File: config.mk
export PLATFORM = sky130hd
export DESIGN_NAME = frame_brightness_stats_unit_flat
export DESIGN_NICKNAME = d
export VERILOG_FILES = /design/src/sv/fbs_pkg.sv /design/src/sv/fbs_pix_if.sv /design/src/sv/fbs_res_if.sv /design/src/sv/frame_brightness_stats_unit.sv /design/src/sv/fbs_front.sv /design/src/sv/fbs_fifo.sv /design/src/sv/fbs_divider.sv /design/src/sv/fbs_back.sv /design/src/flat_wrapper.sv
export SDC_FILE = /design/constraint.sdc
export NUM_CORES = 1
export LEC_CHECK = 0
export BUFFER_PORTS_ARGS = -buffer_cell sky130_fd_sc_hd__buf_2
export CORE_ASPECT_RATIO = 1.4
export CORE_UTILIZATION = 45
export DETAILED_ROUTE_END_ITERATION = 6
export PLACE_DENSITY = 0.65
export SYNTH_ARGS = -nofsm -noshare
export SYNTH_HDL_FRONTEND = slang
export SYNTH_SLANG_ARGS = --single-unit
File: constraint.sdc
create_clock -name i_clk -period 13.16 [get_ports i_clk]
set_clock_uncertainty 0.05 [all_clocks]
set_input_delay 1.316 -clock i_clk [delete_from_list [all_inputs] [get_ports i_clk]]
set_output_delay 1.316 -clock i_clk [all_outputs]
set_load 0.05 [all_outputs]
File: src/sv/fbs_pkg.sv
// ----------------------------------------------------------------------------
// Frame brightness statistics package
// Shared widths, constants, payload types and the back-end state encoding.
// ----------------------------------------------------------------------------
package fbs_pkg;

    localparam int unsigned PIX_W            = 8;
    localparam logic [7:0]  PIX_MAX          = 8'hFF;
    localparam int unsigned MEAN_W           = 15;
    localparam int unsigned MEAN_SCALE       = 100;
    localparam int unsigned OUT_TOTAL_W      = 28;
    localparam int unsigned OUT_BYTES_W      = 20;
    localparam int unsigned FRAME_CNT_W_DEF  = 20;
    localparam int unsigned RUN_CNT_W_DEF    = 40;
    localparam int unsigned QUEUE_DEPTH      = 4;

    typedef struct packed {
        logic [PIX_W-1:0] pixel;
        logic             frame_end;
    } t_pix;

    typedef struct packed {
        logic [MEAN_W-1:0]      frame_mean_x100;
        logic [PIX_W-1:0]       frame_min;
        logic [PIX_W-1:0]       frame_max;
        logic [OUT_TOTAL_W-1:0] frame_total;
        logic [OUT_BYTES_W-1:0] frame_bytes;
        logic [MEAN_W-1:0]      run_mean_x100;
        logic [PIX_W-1:0]       run_min;
        logic [PIX_W-1:0]       run_max;
        logic                   frame_overflow;
        logic                   overall_overflow;
    } t_res;

    typedef enum logic [2:0] {
        BK_IDLE,
        BK_FOLD,
        BK_FDIV,
        BK_RDIV,
        BK_OUT
    } t_back_state;

endpackage

File: src/sv/fbs_pix_if.sv
// ----------------------------------------------------------------------------
// Pixel stream interface
// Valid/ready channel carrying one pixel byte and its end-of-frame mark.
// ----------------------------------------------------------------------------
interface fbs_pix_if;
    logic          valid;
    logic          ready;
    fbs_pkg::t_pix data;

    modport source (output valid, output data, input ready);
    modport sink   (input valid, input data, output ready);
endinterface

File: src/sv/fbs_res_if.sv
// ----------------------------------------------------------------------------
// Statistics result interface
// Valid/ready channel carrying one per-frame statistics record.
// ----------------------------------------------------------------------------
interface fbs_res_if;
    logic          valid;
    logic          ready;
    fbs_pkg::t_res data;

    modport source (output valid, output data, input ready);
    modport sink   (input valid, input data, output ready);
endinterface

File: src/sv/frame_brightness_stats_unit.sv
// ----------------------------------------------------------------------------
// Frame brightness statistics unit
// Per-frame and running min, max, sum, count and mean of a pixel byte stream.
// ----------------------------------------------------------------------------
//  Channel   Dir  Payload                                   Transfer
//  i_pix     in   pixel, frame_end                          one pixel byte
//  o_res     out  frame and running min/max/mean, totals    one per frame
//
//  The accumulator takes one pixel every cycle. In the back end each frame
//  is popped from the queue, folded into the running totals, then both
//  means are worked out in turn on the shared divider that produces one
//  quotient bit per cycle, and the result is loaded into the output
//  register once the output is free. Up to four finished frames wait in
//  the record queue; the pixel input stalls only while that queue is full.
//  Synchronous reset clears all totals; no clearing pass.
// ----------------------------------------------------------------------------
module frame_brightness_stats_unit #(
    parameter int unsigned FRAME_COUNT_WIDTH = fbs_pkg::FRAME_CNT_W_DEF,
    parameter int unsigned RUN_COUNT_WIDTH   = fbs_pkg::RUN_CNT_W_DEF
) (
    input  logic          i_clk,
    input  logic          i_rst_n,
    fbs_pix_if.sink       i_pix,
    fbs_res_if.source     o_res
);
    localparam int unsigned REC_W = 2 * FRAME_COUNT_WIDTH + 25;

    logic             front_ready;
    logic             q_push;
    logic             q_pop;
    logic             q_full;
    logic             q_empty;
    logic [REC_W-1:0] q_wdata;
    logic [REC_W-1:0] q_rdata;

    assign i_pix.ready = front_ready;

    fbs_front #(
        .FRAME_COUNT_WIDTH (FRAME_COUNT_WIDTH)
    ) u_front (
        .i_clk   (i_clk),
        .i_rst_n (i_rst_n),
        .i_valid (i_pix.valid),
        .i_data  (i_pix.data),
        .o_ready (front_ready),
        .i_full  (q_full),
        .o_push  (q_push),
        .o_rec   (q_wdata)
    );

    fbs_fifo #(
        .WIDTH (REC_W),
        .DEPTH (fbs_pkg::QUEUE_DEPTH)
    ) u_fifo (
        .i_clk   (i_clk),
        .i_rst_n (i_rst_n),
        .i_push  (q_push),
        .i_data  (q_wdata),
        .i_pop   (q_pop),
        .o_data  (q_rdata),
        .o_full  (q_full),
        .o_empty (q_empty)
    );

    fbs_back #(
        .FRAME_COUNT_WIDTH (FRAME_COUNT_WIDTH),
        .RUN_COUNT_WIDTH   (RUN_COUNT_WIDTH)
    ) u_back (
        .i_clk   (i_clk),
        .i_rst_n (i_rst_n),
        .i_rec   (q_rdata),
        .i_empty (q_empty),
        .o_pop   (q_pop),
        .o_valid (o_res.valid),
        .i_ready (o_res.ready),
        .o_data  (o_res.data)
    );

    // A frame always holds at least one byte, so its extremes are ordered.
    a_frame_order: assert property (@(posedge i_clk) disable iff (!i_rst_n)
        o_res.valid |-> (o_res.data.frame_min <= o_res.data.frame_max))
        else $error("frame minimum above frame maximum");

    // The running extremes include the frame just reported.
    a_overall_covers: assert property (@(posedge i_clk) disable iff (!i_rst_n)
        o_res.valid |-> (o_res.data.run_min <= o_res.data.frame_min &&
                         o_res.data.run_max >= o_res.data.frame_max))
        else $error("running extremes do not cover the frame");

    // The frame mean lies between the frame extremes scaled by 100.
    a_mean_bounds: assert property (@(posedge i_clk) disable iff (!i_rst_n)
        o_res.valid |->
            ({1'b0, o_res.data.frame_mean_x100} <=
                 16'(o_res.data.frame_max) * 16'd100 &&
             {1'b0, o_res.data.frame_mean_x100} >=
                 16'(o_res.data.frame_min) * 16'd100))
        else $error("frame mean outside frame range");

    // The queue is never written while full.
    a_no_overrun: assert property (@(posedge i_clk) disable iff (!i_rst_n)
        q_full |-> !q_push)
        else $error("record queue overrun");
endmodule

File: src/sv/fbs_front.sv
// ----------------------------------------------------------------------------
// Frame accumulator
// Takes one pixel per cycle while the queue is not full, keeps the frame sum,
// count, min and max, and pushes a frame record into the queue on the last
// byte of each frame.
module fbs_front #(
    parameter int unsigned FRAME_COUNT_WIDTH = fbs_pkg::FRAME_CNT_W_DEF,
    localparam int unsigned REC_W = 2 * FRAME_COUNT_WIDTH + 25
) (
    input  logic               i_clk,
    input  logic               i_rst_n,
    input  logic               i_valid,
    input  fbs_pkg::t_pix      i_data,
    output logic               o_ready,
    input  logic               i_full,
    output logic               o_push,
    output logic [REC_W-1:0]   o_rec
);
    localparam int unsigned FW = FRAME_COUNT_WIDTH;
    localparam int unsigned SW = FW + 8;

    logic [SW-1:0] r_fsum, n_fsum;
    logic [FW-1:0] r_fcnt, n_fcnt;
    logic [7:0]    r_fmin, n_fmin;
    logic [7:0]    r_fmax, n_fmax;
    logic          r_fsat, n_fsat;
    logic          sat_now;
    logic          accept;

    assign o_ready = !i_full;
    assign accept  = i_valid && o_ready;
    assign o_push  = accept && i_data.frame_end;

    always_comb begin
        sat_now = (r_fcnt == {FW{1'b1}});
        n_fcnt  = sat_now ? r_fcnt : r_fcnt + FW'(1);
        n_fsum  = sat_now ? r_fsum : r_fsum + SW'(i_data.pixel);
        n_fmin  = (i_data.pixel < r_fmin) ? i_data.pixel : r_fmin;
        n_fmax  = (i_data.pixel > r_fmax) ? i_data.pixel : r_fmax;
        n_fsat  = r_fsat || sat_now;
    end

    assign o_rec = {n_fsum, n_fcnt, n_fmin, n_fmax, n_fsat};

    always_ff @(posedge i_clk) begin
        if (!i_rst_n) begin
            r_fsum <= '0;
            r_fcnt <= '0;
            r_fmin <= fbs_pkg::PIX_MAX;
            r_fmax <= '0;
            r_fsat <= 1'b0;
        end else if (accept) begin
            if (i_data.frame_end) begin
                // The record leaves with this transfer; start the next frame clean.
                r_fsum <= '0;
                r_fcnt <= '0;
                r_fmin <= fbs_pkg::PIX_MAX;
                r_fmax <= '0;
                r_fsat <= 1'b0;
            end else begin
                r_fsum <= n_fsum;
                r_fcnt <= n_fcnt;
                r_fmin <= n_fmin;
                r_fmax <= n_fmax;
                r_fsat <= n_fsat;
            end
        end
    end
endmodule

File: src/sv/fbs_fifo.sv
// ----------------------------------------------------------------------------
// Frame record queue
// Small register queue that decouples the accumulator from the back end.
// ----------------------------------------------------------------------------
module fbs_fifo #(
    parameter int unsigned WIDTH = 8,
    parameter int unsigned DEPTH = fbs_pkg::QUEUE_DEPTH
) (
    input  logic             i_clk,
    input  logic             i_rst_n,
    input  logic             i_push,
    input  logic [WIDTH-1:0] i_data,
    input  logic             i_pop,
    output logic [WIDTH-1:0] o_data,
    output logic             o_full,
    output logic             o_empty
);
    localparam int unsigned PW = (DEPTH > 1) ? $clog2(DEPTH) : 1;

    logic [WIDTH-1:0] r_mem [DEPTH];
    logic [PW-1:0]    r_wr;
    logic [PW-1:0]    r_rd;
    logic [PW:0]      r_count;

    assign o_full  = (r_count == (PW+1)'(DEPTH));
    assign o_empty = (r_count == '0);
    assign o_data  = r_mem[r_rd];

    always_ff @(posedge i_clk) begin
        if (i_push) begin
            r_mem[r_wr] <= i_data;
        end
    end

    always_ff @(posedge i_clk) begin
        if (!i_rst_n) begin
            r_wr    <= '0;
            r_rd    <= '0;
            r_count <= '0;
        end else begin
            if (i_push) begin
                r_wr <= (r_wr == PW'(DEPTH - 1)) ? '0 : r_wr + PW'(1);
            end
            if (i_pop) begin
                r_rd <= (r_rd == PW'(DEPTH - 1)) ? '0 : r_rd + PW'(1);
            end
            if (i_push && !i_pop) begin
                r_count <= r_count + (PW+1)'(1);
            end else if (i_pop && !i_push) begin
                r_count <= r_count - (PW+1)'(1);
            end
        end
    end
endmodule

File: src/sv/fbs_divider.sv
// ----------------------------------------------------------------------------
// Mean divider
// Computes floor(sum * 100 / count) by restoring division, one quotient bit
// per cycle. The quotient is known to fit in the mean width because the sum
// never exceeds 255 times the count. A zero count gives zero.
// ----------------------------------------------------------------------------
module fbs_divider #(
    parameter int unsigned CNT_W = fbs_pkg::RUN_CNT_W_DEF
) (
    input  logic                       i_clk,
    input  logic                       i_rst_n,
    input  logic                       i_start,
    input  logic [CNT_W+7:0]           i_sum,
    input  logic [CNT_W-1:0]           i_cnt,
    output logic                       o_done,
    output logic [fbs_pkg::MEAN_W-1:0] o_quot
);
    localparam int unsigned QW     = fbs_pkg::MEAN_W;
    localparam int unsigned NW     = CNT_W + 15;
    localparam int unsigned STEP_W = $clog2(QW);

    logic [NW-1:0]     r_rem;
    logic [NW-1:0]     r_dsh;
    logic [QW-1:0]     r_q;
    logic [STEP_W-1:0] r_step;
    logic              r_zero;
    logic              r_busy;
    logic              r_done;
    logic              ge;

    assign ge     = (r_rem >= r_dsh);
    assign o_done = r_done;
    assign o_quot = r_zero ? '0 : r_q;

    always_ff @(posedge i_clk) begin
        if (i_start) begin
            r_rem  <= NW'(i_sum) * NW'(fbs_pkg::MEAN_SCALE);
            r_dsh  <= NW'(i_cnt) << (QW - 1);
            r_zero <= (i_cnt == '0);
            r_q    <= '0;
            r_step <= STEP_W'(QW - 1);
        end else if (r_busy) begin
            if (ge) begin
                r_rem <= r_rem - r_dsh;
            end
            r_q    <= {r_q[QW-2:0], ge};
            r_dsh  <= r_dsh >> 1;
            r_step <= r_step - STEP_W'(1);
        end
    end

    always_ff @(posedge i_clk) begin
        if (!i_rst_n) begin
            r_busy <= 1'b0;
            r_done <= 1'b0;
        end else begin
            r_done <= 1'b0;
            if (i_start) begin
                r_busy <= 1'b1;
            end else if (r_busy && r_step == '0) begin
                r_busy <= 1'b0;
                r_done <= 1'b1;
            end
        end
    end
endmodule

File: src/sv/fbs_back.sv
// ----------------------------------------------------------------------------
// Statistics back end
// Pops frame records, folds them into the running totals, works out both
// means on a shared divider and holds the result in an output register.
// ----------------------------------------------------------------------------
module fbs_back #(
    parameter int unsigned FRAME_COUNT_WIDTH = fbs_pkg::FRAME_CNT_W_DEF,
    parameter int unsigned RUN_COUNT_WIDTH   = fbs_pkg::RUN_CNT_W_DEF,
    localparam int unsigned REC_W = 2 * FRAME_COUNT_WIDTH + 25
) (
    input  logic             i_clk,
    input  logic             i_rst_n,
    input  logic [REC_W-1:0] i_rec,
    input  logic             i_empty,
    output logic             o_pop,
    output logic             o_valid,
    input  logic             i_ready,
    output fbs_pkg::t_res    o_data
);
    localparam int unsigned FW = FRAME_COUNT_WIDTH;
    localparam int unsigned RW = RUN_COUNT_WIDTH;
    localparam int unsigned DW = (FW > RW) ? FW : RW;

    fbs_pkg::t_back_state r_state, n_state;

    logic [FW+7:0] r_rec_sum;
    logic [FW-1:0] r_rec_cnt;
    logic [7:0]    r_rec_min;
    logic [7:0]    r_rec_max;
    logic          r_rec_sat;

    logic [RW+7:0] r_run_sum;
    logic [RW-1:0] r_run_cnt;
    logic [7:0]    r_run_min;
    logic [7:0]    r_run_max;
    logic          r_run_sat;

    logic [fbs_pkg::MEAN_W-1:0] r_fmean;
    logic                       r_ovalid;
    fbs_pkg::t_res              r_odata;

    logic pop, fold, div_start, div_run, cap_f, load_out;

    logic [DW:0]                run_next;
    logic                       run_ovf;
    logic [DW+7:0]              div_sum;
    logic [DW-1:0]              div_cnt;
    logic                       div_done;
    logic [fbs_pkg::MEAN_W-1:0] div_quot;

    assign o_pop   = pop;
    assign o_valid = r_ovalid;
    assign o_data  = r_odata;

    assign run_next = (DW+1)'(r_run_cnt) + (DW+1)'(r_rec_cnt);
    assign run_ovf  = (run_next > (DW+1)'({RW{1'b1}}));

    assign div_sum = div_run ? (DW+8)'(r_run_sum) : (DW+8)'(r_rec_sum);
    assign div_cnt = div_run ? DW'(r_run_cnt) : DW'(r_rec_cnt);

    fbs_divider #(
        .CNT_W (DW)
    ) u_div (
        .i_clk   (i_clk),
        .i_rst_n (i_rst_n),
        .i_start (div_start),
        .i_sum   (div_sum),
        .i_cnt   (div_cnt),
        .o_done  (div_done),
        .o_quot  (div_quot)
    );

    always_ff @(posedge i_clk) begin
        if (!i_rst_n) begin
            r_state <= fbs_pkg::BK_IDLE;
        end else begin
            r_state <= n_state;
        end
    end

    always_comb begin
        n_state   = r_state;
        pop       = 1'b0;
        fold      = 1'b0;
        div_start = 1'b0;
        div_run   = 1'b0;
        cap_f     = 1'b0;
        load_out  = 1'b0;
        case (r_state)
            fbs_pkg::BK_IDLE: begin
                if (!i_empty) begin
                    pop     = 1'b1;
                    n_state = fbs_pkg::BK_FOLD;
                end
            end
            fbs_pkg::BK_FOLD: begin
                fold      = 1'b1;
                div_start = 1'b1;
                n_state   = fbs_pkg::BK_FDIV;
            end
            fbs_pkg::BK_FDIV: begin
                if (div_done) begin
                    // Running totals were folded in already, so the second
                    // division sees this frame included.
                    cap_f     = 1'b1;
                    div_start = 1'b1;
                    div_run   = 1'b1;
                    n_state   = fbs_pkg::BK_RDIV;
                end
            end
            fbs_pkg::BK_RDIV: begin
                if (div_done) begin
                    n_state = fbs_pkg::BK_OUT;
                end
            end
            fbs_pkg::BK_OUT: begin
                if (!r_ovalid || i_ready) begin
                    load_out = 1'b1;
                    n_state  = fbs_pkg::BK_IDLE;
                end
            end
            default: begin
                n_state = fbs_pkg::BK_IDLE;
            end
        endcase
    end

    always_ff @(posedge i_clk) begin
        if (pop) begin
            r_rec_sat <= i_rec[0];
            r_rec_max <= i_rec[8:1];
            r_rec_min <= i_rec[16:9];
            r_rec_cnt <= i_rec[FW+16:17];
            r_rec_sum <= i_rec[REC_W-1:FW+17];
        end
        if (cap_f) begin
            r_fmean <= div_quot;
        end
        if (load_out) begin
            r_odata.frame_mean_x100   <= r_fmean;
            r_odata.frame_min         <= r_rec_min;
            r_odata.frame_max         <= r_rec_max;
            r_odata.frame_total       <= fbs_pkg::OUT_TOTAL_W'(r_rec_sum);
            r_odata.frame_bytes       <= fbs_pkg::OUT_BYTES_W'(r_rec_cnt);
            r_odata.run_mean_x100     <= div_quot;
            r_odata.run_min           <= r_run_min;
            r_odata.run_max           <= r_run_max;
            r_odata.frame_overflow    <= r_rec_sat;
            r_odata.overall_overflow  <= r_run_sat;
        end
    end

    always_ff @(posedge i_clk) begin
        if (!i_rst_n) begin
            r_run_sum <= '0;
            r_run_cnt <= '0;
            r_run_min <= fbs_pkg::PIX_MAX;
            r_run_max <= '0;
            r_run_sat <= 1'b0;
        end else if (fold) begin
            if (run_ovf) begin
                r_run_sat <= 1'b1;
            end else begin
                r_run_cnt <= RW'(run_next);
                r_run_sum <= r_run_sum + (RW+8)'(r_rec_sum);
            end
            if (r_rec_min < r_run_min) begin
                r_run_min <= r_rec_min;
            end
            if (r_rec_max > r_run_max) begin
                r_run_max <= r_rec_max;
            end
        end
    end

    always_ff @(posedge i_clk) begin
        if (!i_rst_n) begin
            r_ovalid <= 1'b0;
        end else if (load_out) begin
            r_ovalid <= 1'b1;
        end else if (i_ready) begin
            r_ovalid <= 1'b0;
        end
    end
endmodule
File: src/flat_wrapper.sv
// flat-port wrapper written by rule: the top's interface ports become plain ports
module frame_brightness_stats_unit_flat 
#(
    parameter int unsigned FRAME_COUNT_WIDTH = fbs_pkg::FRAME_CNT_W_DEF,
    parameter int unsigned RUN_COUNT_WIDTH   = fbs_pkg::RUN_CNT_W_DEF
)
  (i_clk, i_rst_n, i_pix_valid, i_pix_data, i_pix_ready, o_res_valid, o_res_data, o_res_ready);
  fbs_pix_if i_pix_i ();
  fbs_res_if o_res_i ();
  input  logic i_clk;
  input  logic i_rst_n;
  input wire logic [$bits(i_pix_i.valid)-1:0] i_pix_valid;
  input wire logic [$bits(i_pix_i.data)-1:0] i_pix_data;
  output wire logic [$bits(i_pix_i.ready)-1:0] i_pix_ready;
  output wire logic [$bits(o_res_i.valid)-1:0] o_res_valid;
  output wire logic [$bits(o_res_i.data)-1:0] o_res_data;
  input wire logic [$bits(o_res_i.ready)-1:0] o_res_ready;
  assign i_pix_i.valid = i_pix_valid;
  assign i_pix_i.data = i_pix_data;
  assign i_pix_ready = i_pix_i.ready;
  assign o_res_valid = o_res_i.valid;
  assign o_res_data = o_res_i.data;
  assign o_res_i.ready = o_res_ready;
  frame_brightness_stats_unit #(.FRAME_COUNT_WIDTH(FRAME_COUNT_WIDTH), .RUN_COUNT_WIDTH(RUN_COUNT_WIDTH)) u_core (.i_clk(i_clk), .i_rst_n(i_rst_n), .i_pix(i_pix_i), .o_res(o_res_i));
endmodule
==> summary.md <==
| Metric | Value |
|---|---|
| Clock-pin slew on the worst setup and hold paths | ~0.06 ns |
| Worst setup SP type | register |
| Leakage power | around 18 nW |
| Nets | between 4,000 and 5,000 |
| Mapped cell area | 0.0413 mm^2 |
| Area Overhead vs Synth | 10.7% |
| First-pass GRT wire length | around 150,000 um |
| Switching fraction of total power | roughly 44% |
| Pin count of the biggest net entering global routing | 80 |
| Fillers | around 8,100 |
| CTS H-tree depth | 3 |
| Vias | 28,300 |
| # DRC | 0 |
| Sequential area share after synthesis | between 50% and 60% |
| Layout cells sized above 1 | a little over a tenth |
| Worst path slowest cell | buf_4 |
| Post-DP HPWL | 68,800 um |
| Critical Path AT | 6.78 ns |
| Top fanout value on the critical path | 79 |
| Flops & latches, synth | 764 |
| Port-buffer cells | around 130 |
| Clk sinks | 764 |
| Io pins | 127 |
| Crit. End Element | register |
| CTS Hold Buffers Added | 0 |
| # rows | 131 |
| DR iter-0 viols | 1,833 |
| DRT antenna net count | 0 |
| Most common flop cell mapped by yosys | edfxtp_1 |
| Pwr Density | between 200 and 300 mW/mm^2 |
| Final worst path period need | between 6 and 7 ns |
| Setup TNS | 0 ns |
| Area occupied by multi-input gates | about 0.019 mm^2 |
| Power Internal | about 0.0073 W |
| Final hold violation count | 0 |
| Crit-path max cell delay | 0.74 ns |
| R2r endpoint | u_core.u_back.u_div.r_rem[54]$_DFFE_PP_ |
| Die ar. | 0.0930 mm^2 |
| Post-place setup slack | a little under 7 ns |
| Status | finished, final reports clean |
| TritonCTS clock tree | built |
| Vias in the first global route | roughly 29,000 |
| Final GP Congestion | 0.921 |
| WL per Instance | 19.0 um |
| DR pass1 iterations | 5 |
| Avg Cell Area, Syn | around 11 um^2 |
| Clock buffer depth | 3 |
| Max Slew Vio Count | 0 |
| Seq pwr share | between 20% and 30% |
| Layout Cells excl Fill | between 5,000 and 6,000 |
| Maximum VDD drop | 298 uV |
| Maximum capacitance violations | 0 |
| Grt ovf | 0 |
| Post-CTS sizing | 0 |
| Cells on worst reg2reg path | 24 |
| CTS Buf Count | 74 |
| Worst skew pair latency | 0.68 ns |
| Die W | 258 um |
| Period utilisation layout | just under 50% |
| Fmax | 154 MHz |
| Gate power share | a little under three fifths |
| Worst path cell trace | nand2_1 > or3_1 > buf_4 > inv_4 > buf_4 > nand2_1 > inv_1 > ha_1 > ha_1 > inv_1 > fa_1 > inv_1 > ha_1 > a21o_1 > a21o_1 > a21oi_1 > a21o_1 > a31o_1 > a31oi_1 > o31ai_1 > a211oi_1 > a21oi_1 > xor2_1 > o22ai_2 |
| Post-synth EDFFs | approximately 550 |
| HP Class | reg -> reg |
| Register area | a little over 0.02 mm^2 |
| Cells after Synth | 3,768 |
| Finish-stage setup viols | 0 |
| Warnings, synthesis | 0 |
| Hold EP | u_core.u_back.o_data[97]$_DFFE_PP_ |
| Initial antenna violation count | 1 |
| Post-Syn Nets | roughly 4,100 |
| Worst Hold Path Cells | 0 |
| Worst rel slew slack | between 20% and 30% |
| Total track usage | around a fifth |
| Via/cell ratio | 5.53 |
| Hold Path Origin | u_core.u_back.r_fmean[0]$_DFFE_PN_ |
| Critical Path RT | 13.46 ns |
| Final worst slack | about 6.7 ns |
| Core ar. | between 0.09 and 0.1 mm^2 |
| # diodes | 0 |
| Least-Margin Pin Slew | ~1.1 ns |
| CTS Root Cell | clkbuf_16 |
| Most frequent cells in the layout | edfxtp_1, nand2_1, inv_1 |
| Drt total wl | between 90,000 and 100,000 um |
| RSZ-0062 raised after global routing | no |
| Starting Density | 45.4% |
| Commonest non-fill, non-tap cell in the layout | edfxtp_1 |
| CP Class | reg -> reg |
| R2R Path Start | u_core.u_back.r_state[1]$_SDFFE_PN0P_ |
| NetSw | ~0.0058 W |
| Clk pwr share | between 10% and 20% |
| Die Y-Extent | roughly 360 um |
| Cells after DPL | ~5,000 |
| Yosys cell types | 94 |
| Min Hold Slack | between 0.3 and 0.4 ns |
| Post-CTS Setup Repair Bufs | 0 |
| Asr flop ratio synth | 0% |
| Setup slack, reg-to-reg | about 6.7 ns |
==> synth_stat cells (11+ instances only) <==
cell | n | area [um^2]
a211oi_1 | 22 | 165
a21o_1 | 88 | 661
a21oi_1 | 244 | 1220
a22oi_1 | 32 | 240
a31oi_1 | 36 | 225
and2_1 | 24 | 150
and3_1 | 59 | 369
and4_1 | 15 | 131
buf_1 | 15 | 56.3
clkbuf_1 | 115 | 432
dfxtp_1 | 218 | 4360
edfxtp_1 | 546 | 16400
fa_1 | 46 | 921
ha_1 | 296 | 3700
inv_1 | 351 | 1320
mux2i_1 | 42 | 420
mux4_2 | 65 | 1460
nand2_1 | 392 | 1470
nand2b_1 | 22 | 138
nand3_1 | 84 | 420
nand4_1 | 37 | 231
nor2_1 | 234 | 878
nor2b_1 | 44 | 275
nor3_1 | 38 | 190
nor4_1 | 26 | 163
o211ai_1 | 18 | 135
o21a_1 | 28 | 210
o21ai_0 | 160 | 801
o21ai_1 | 11 | 55.1
o21bai_1 | 22 | 165
o22ai_1 | 14 | 87.6
o22ai_2 | 28 | 350
o31ai_1 | 22 | 165
or3_1 | 27 | 169
or4_1 | 12 | 90.1
xnor2_1 | 110 | 963
xor2_1 | 95 | 832
==> per-stage QoR <==
stage                     util [%]  instance area (um^2)  power [W]
after global routing          50.2                 45700     0.0141
final                         50.2                 45700     0.0131
after floorplan                  -                 41300    0.00899
after CTS                     50.2                 45700     0.0132
after detailed placement      47.4                 43100     0.0109
after global placement        47.4                 43100     0.0108
==> registers in the layout, indices dropped and copies added (netlist names), 3 cells and up <==
name                        flops
u_core.u_fifo.r_mem           260
u_core.u_front.r_fmax           8
u_core.u_back.r_rec_cnt        20
u_core.u_back.r_fmean          15
u_core.u_front.r_fcnt          20
u_core.u_back.u_div.r_dsh      54
u_core.u_back.r_run_max         8
u_core.u_back.r_run_min         8
u_core.u_front.r_fmin           8
u_core.u_back.r_run_cnt        40
u_core.u_front.r_fsum          28
u_core.u_back.u_div.r_rem      55
u_core.u_back.r_state           3
u_core.u_back.o_data          112
u_core.u_back.r_run_sum        48
u_core.u_back.u_div.r_q        15
u_core.u_back.r_rec_min         8
u_core.u_back.r_rec_max         8
u_core.u_back.r_rec_sum        28
u_core.u_back.u_div.r_step      4
u_core.u_fifo.r_count           3
==> logic make-up (layout without fill, tap and decap cells) <==
kind of cell / count (synthesis) / count (layout) / share of synthesized area (%)
simple gates: 1040 / 1040 / 11.9
xor+xnor: 205 / 205 / 4.35
compound gates: 803 / 803 / 12.8
mux: 116 / 116 / 4.81
fa+ha+maj: 342 / 342 / 11.2
flops: 764 / 764 / 50.3
buf+inv: 498 / 648 / 4.66
==> layer usage <==
layer / vias to the layer above / track usage (%) / routed length, um
li1: 13800 / - / -
met1: 13800 / 24.3 / 39000
met2: 554 / 38.8 / 51400
met3: 158 / 2.85 / 3470
met4: 0 / 8.04 / 3270
met5: - / 0 / 0
==> cell type report <==
type | instances | area share (%)
flip-flops and latches | 764 | 45.4
multi-input cells | 2506 | 40.8
clock buffers | 100 | 4.35
well taps | 1197 | 3.28
inverters | 353 | 2.92
repair buffers | 158 | 1.91
clock inverters | 37 | 1.33
==> power groups by stage <==
stage	Clock (W)	Sequential (W)	Combinational (W)
final	0.00228	0.00360	0.00727
after global routing	0.00242	0.00365	0.00806
after CTS	0.00233	0.00360	0.00728
after detailed placement	0	0.00365	0.00723
after global placement	0	0.00364	0.00719
after floorplan	0	0.00345	0.00554
==> critical path, delay by kind of cell (launching register included) <==
kind                     cells  cell delay (ns)
AO/OA/AOI/OAI               10             1.71
XOR/XNOR                     1             0.18
adder cells (fa/ha/maj)      4             1.36
buffers and inverters        6             1.64
flip-flops                   1             0.47
AND/OR/NAND/NOR              3             0.68
==> worst max-delay path by stage <==
| stage | end | depth (start not counted) | startpoint |
|---|---|---|---|
| floorplan | u_core.u_back.o_data[0]$_DFFE_PP_ | 2 | o_res_ready |
| global placement | u_core.u_back.u_div.r_rem[54]$_DFFE_PP_ | 24 | u_core.u_back.r_state[1]$_SDFFE_PN0P_ |
| detailed placement | u_core.u_back.u_div.r_rem[54]$_DFFE_PP_ | 24 | u_core.u_back.r_state[1]$_SDFFE_PN0P_ |
| CTS | u_core.u_back.u_div.r_rem[54]$_DFFE_PP_ | 24 | u_core.u_back.r_state[1]$_SDFFE_PN0P_ |
| global route | u_core.u_back.u_div.r_rem[54]$_DFFE_PP_ | 24 | u_core.u_back.r_state[1]$_SDFFE_PN0P_ |
| finish | u_core.u_back.u_div.r_rem[54]$_DFFE_PP_ | 24 | u_core.u_back.r_state[1]$_SDFFE_PN0P_ |
Note: power is estimated with default switching activity, not from simulation.
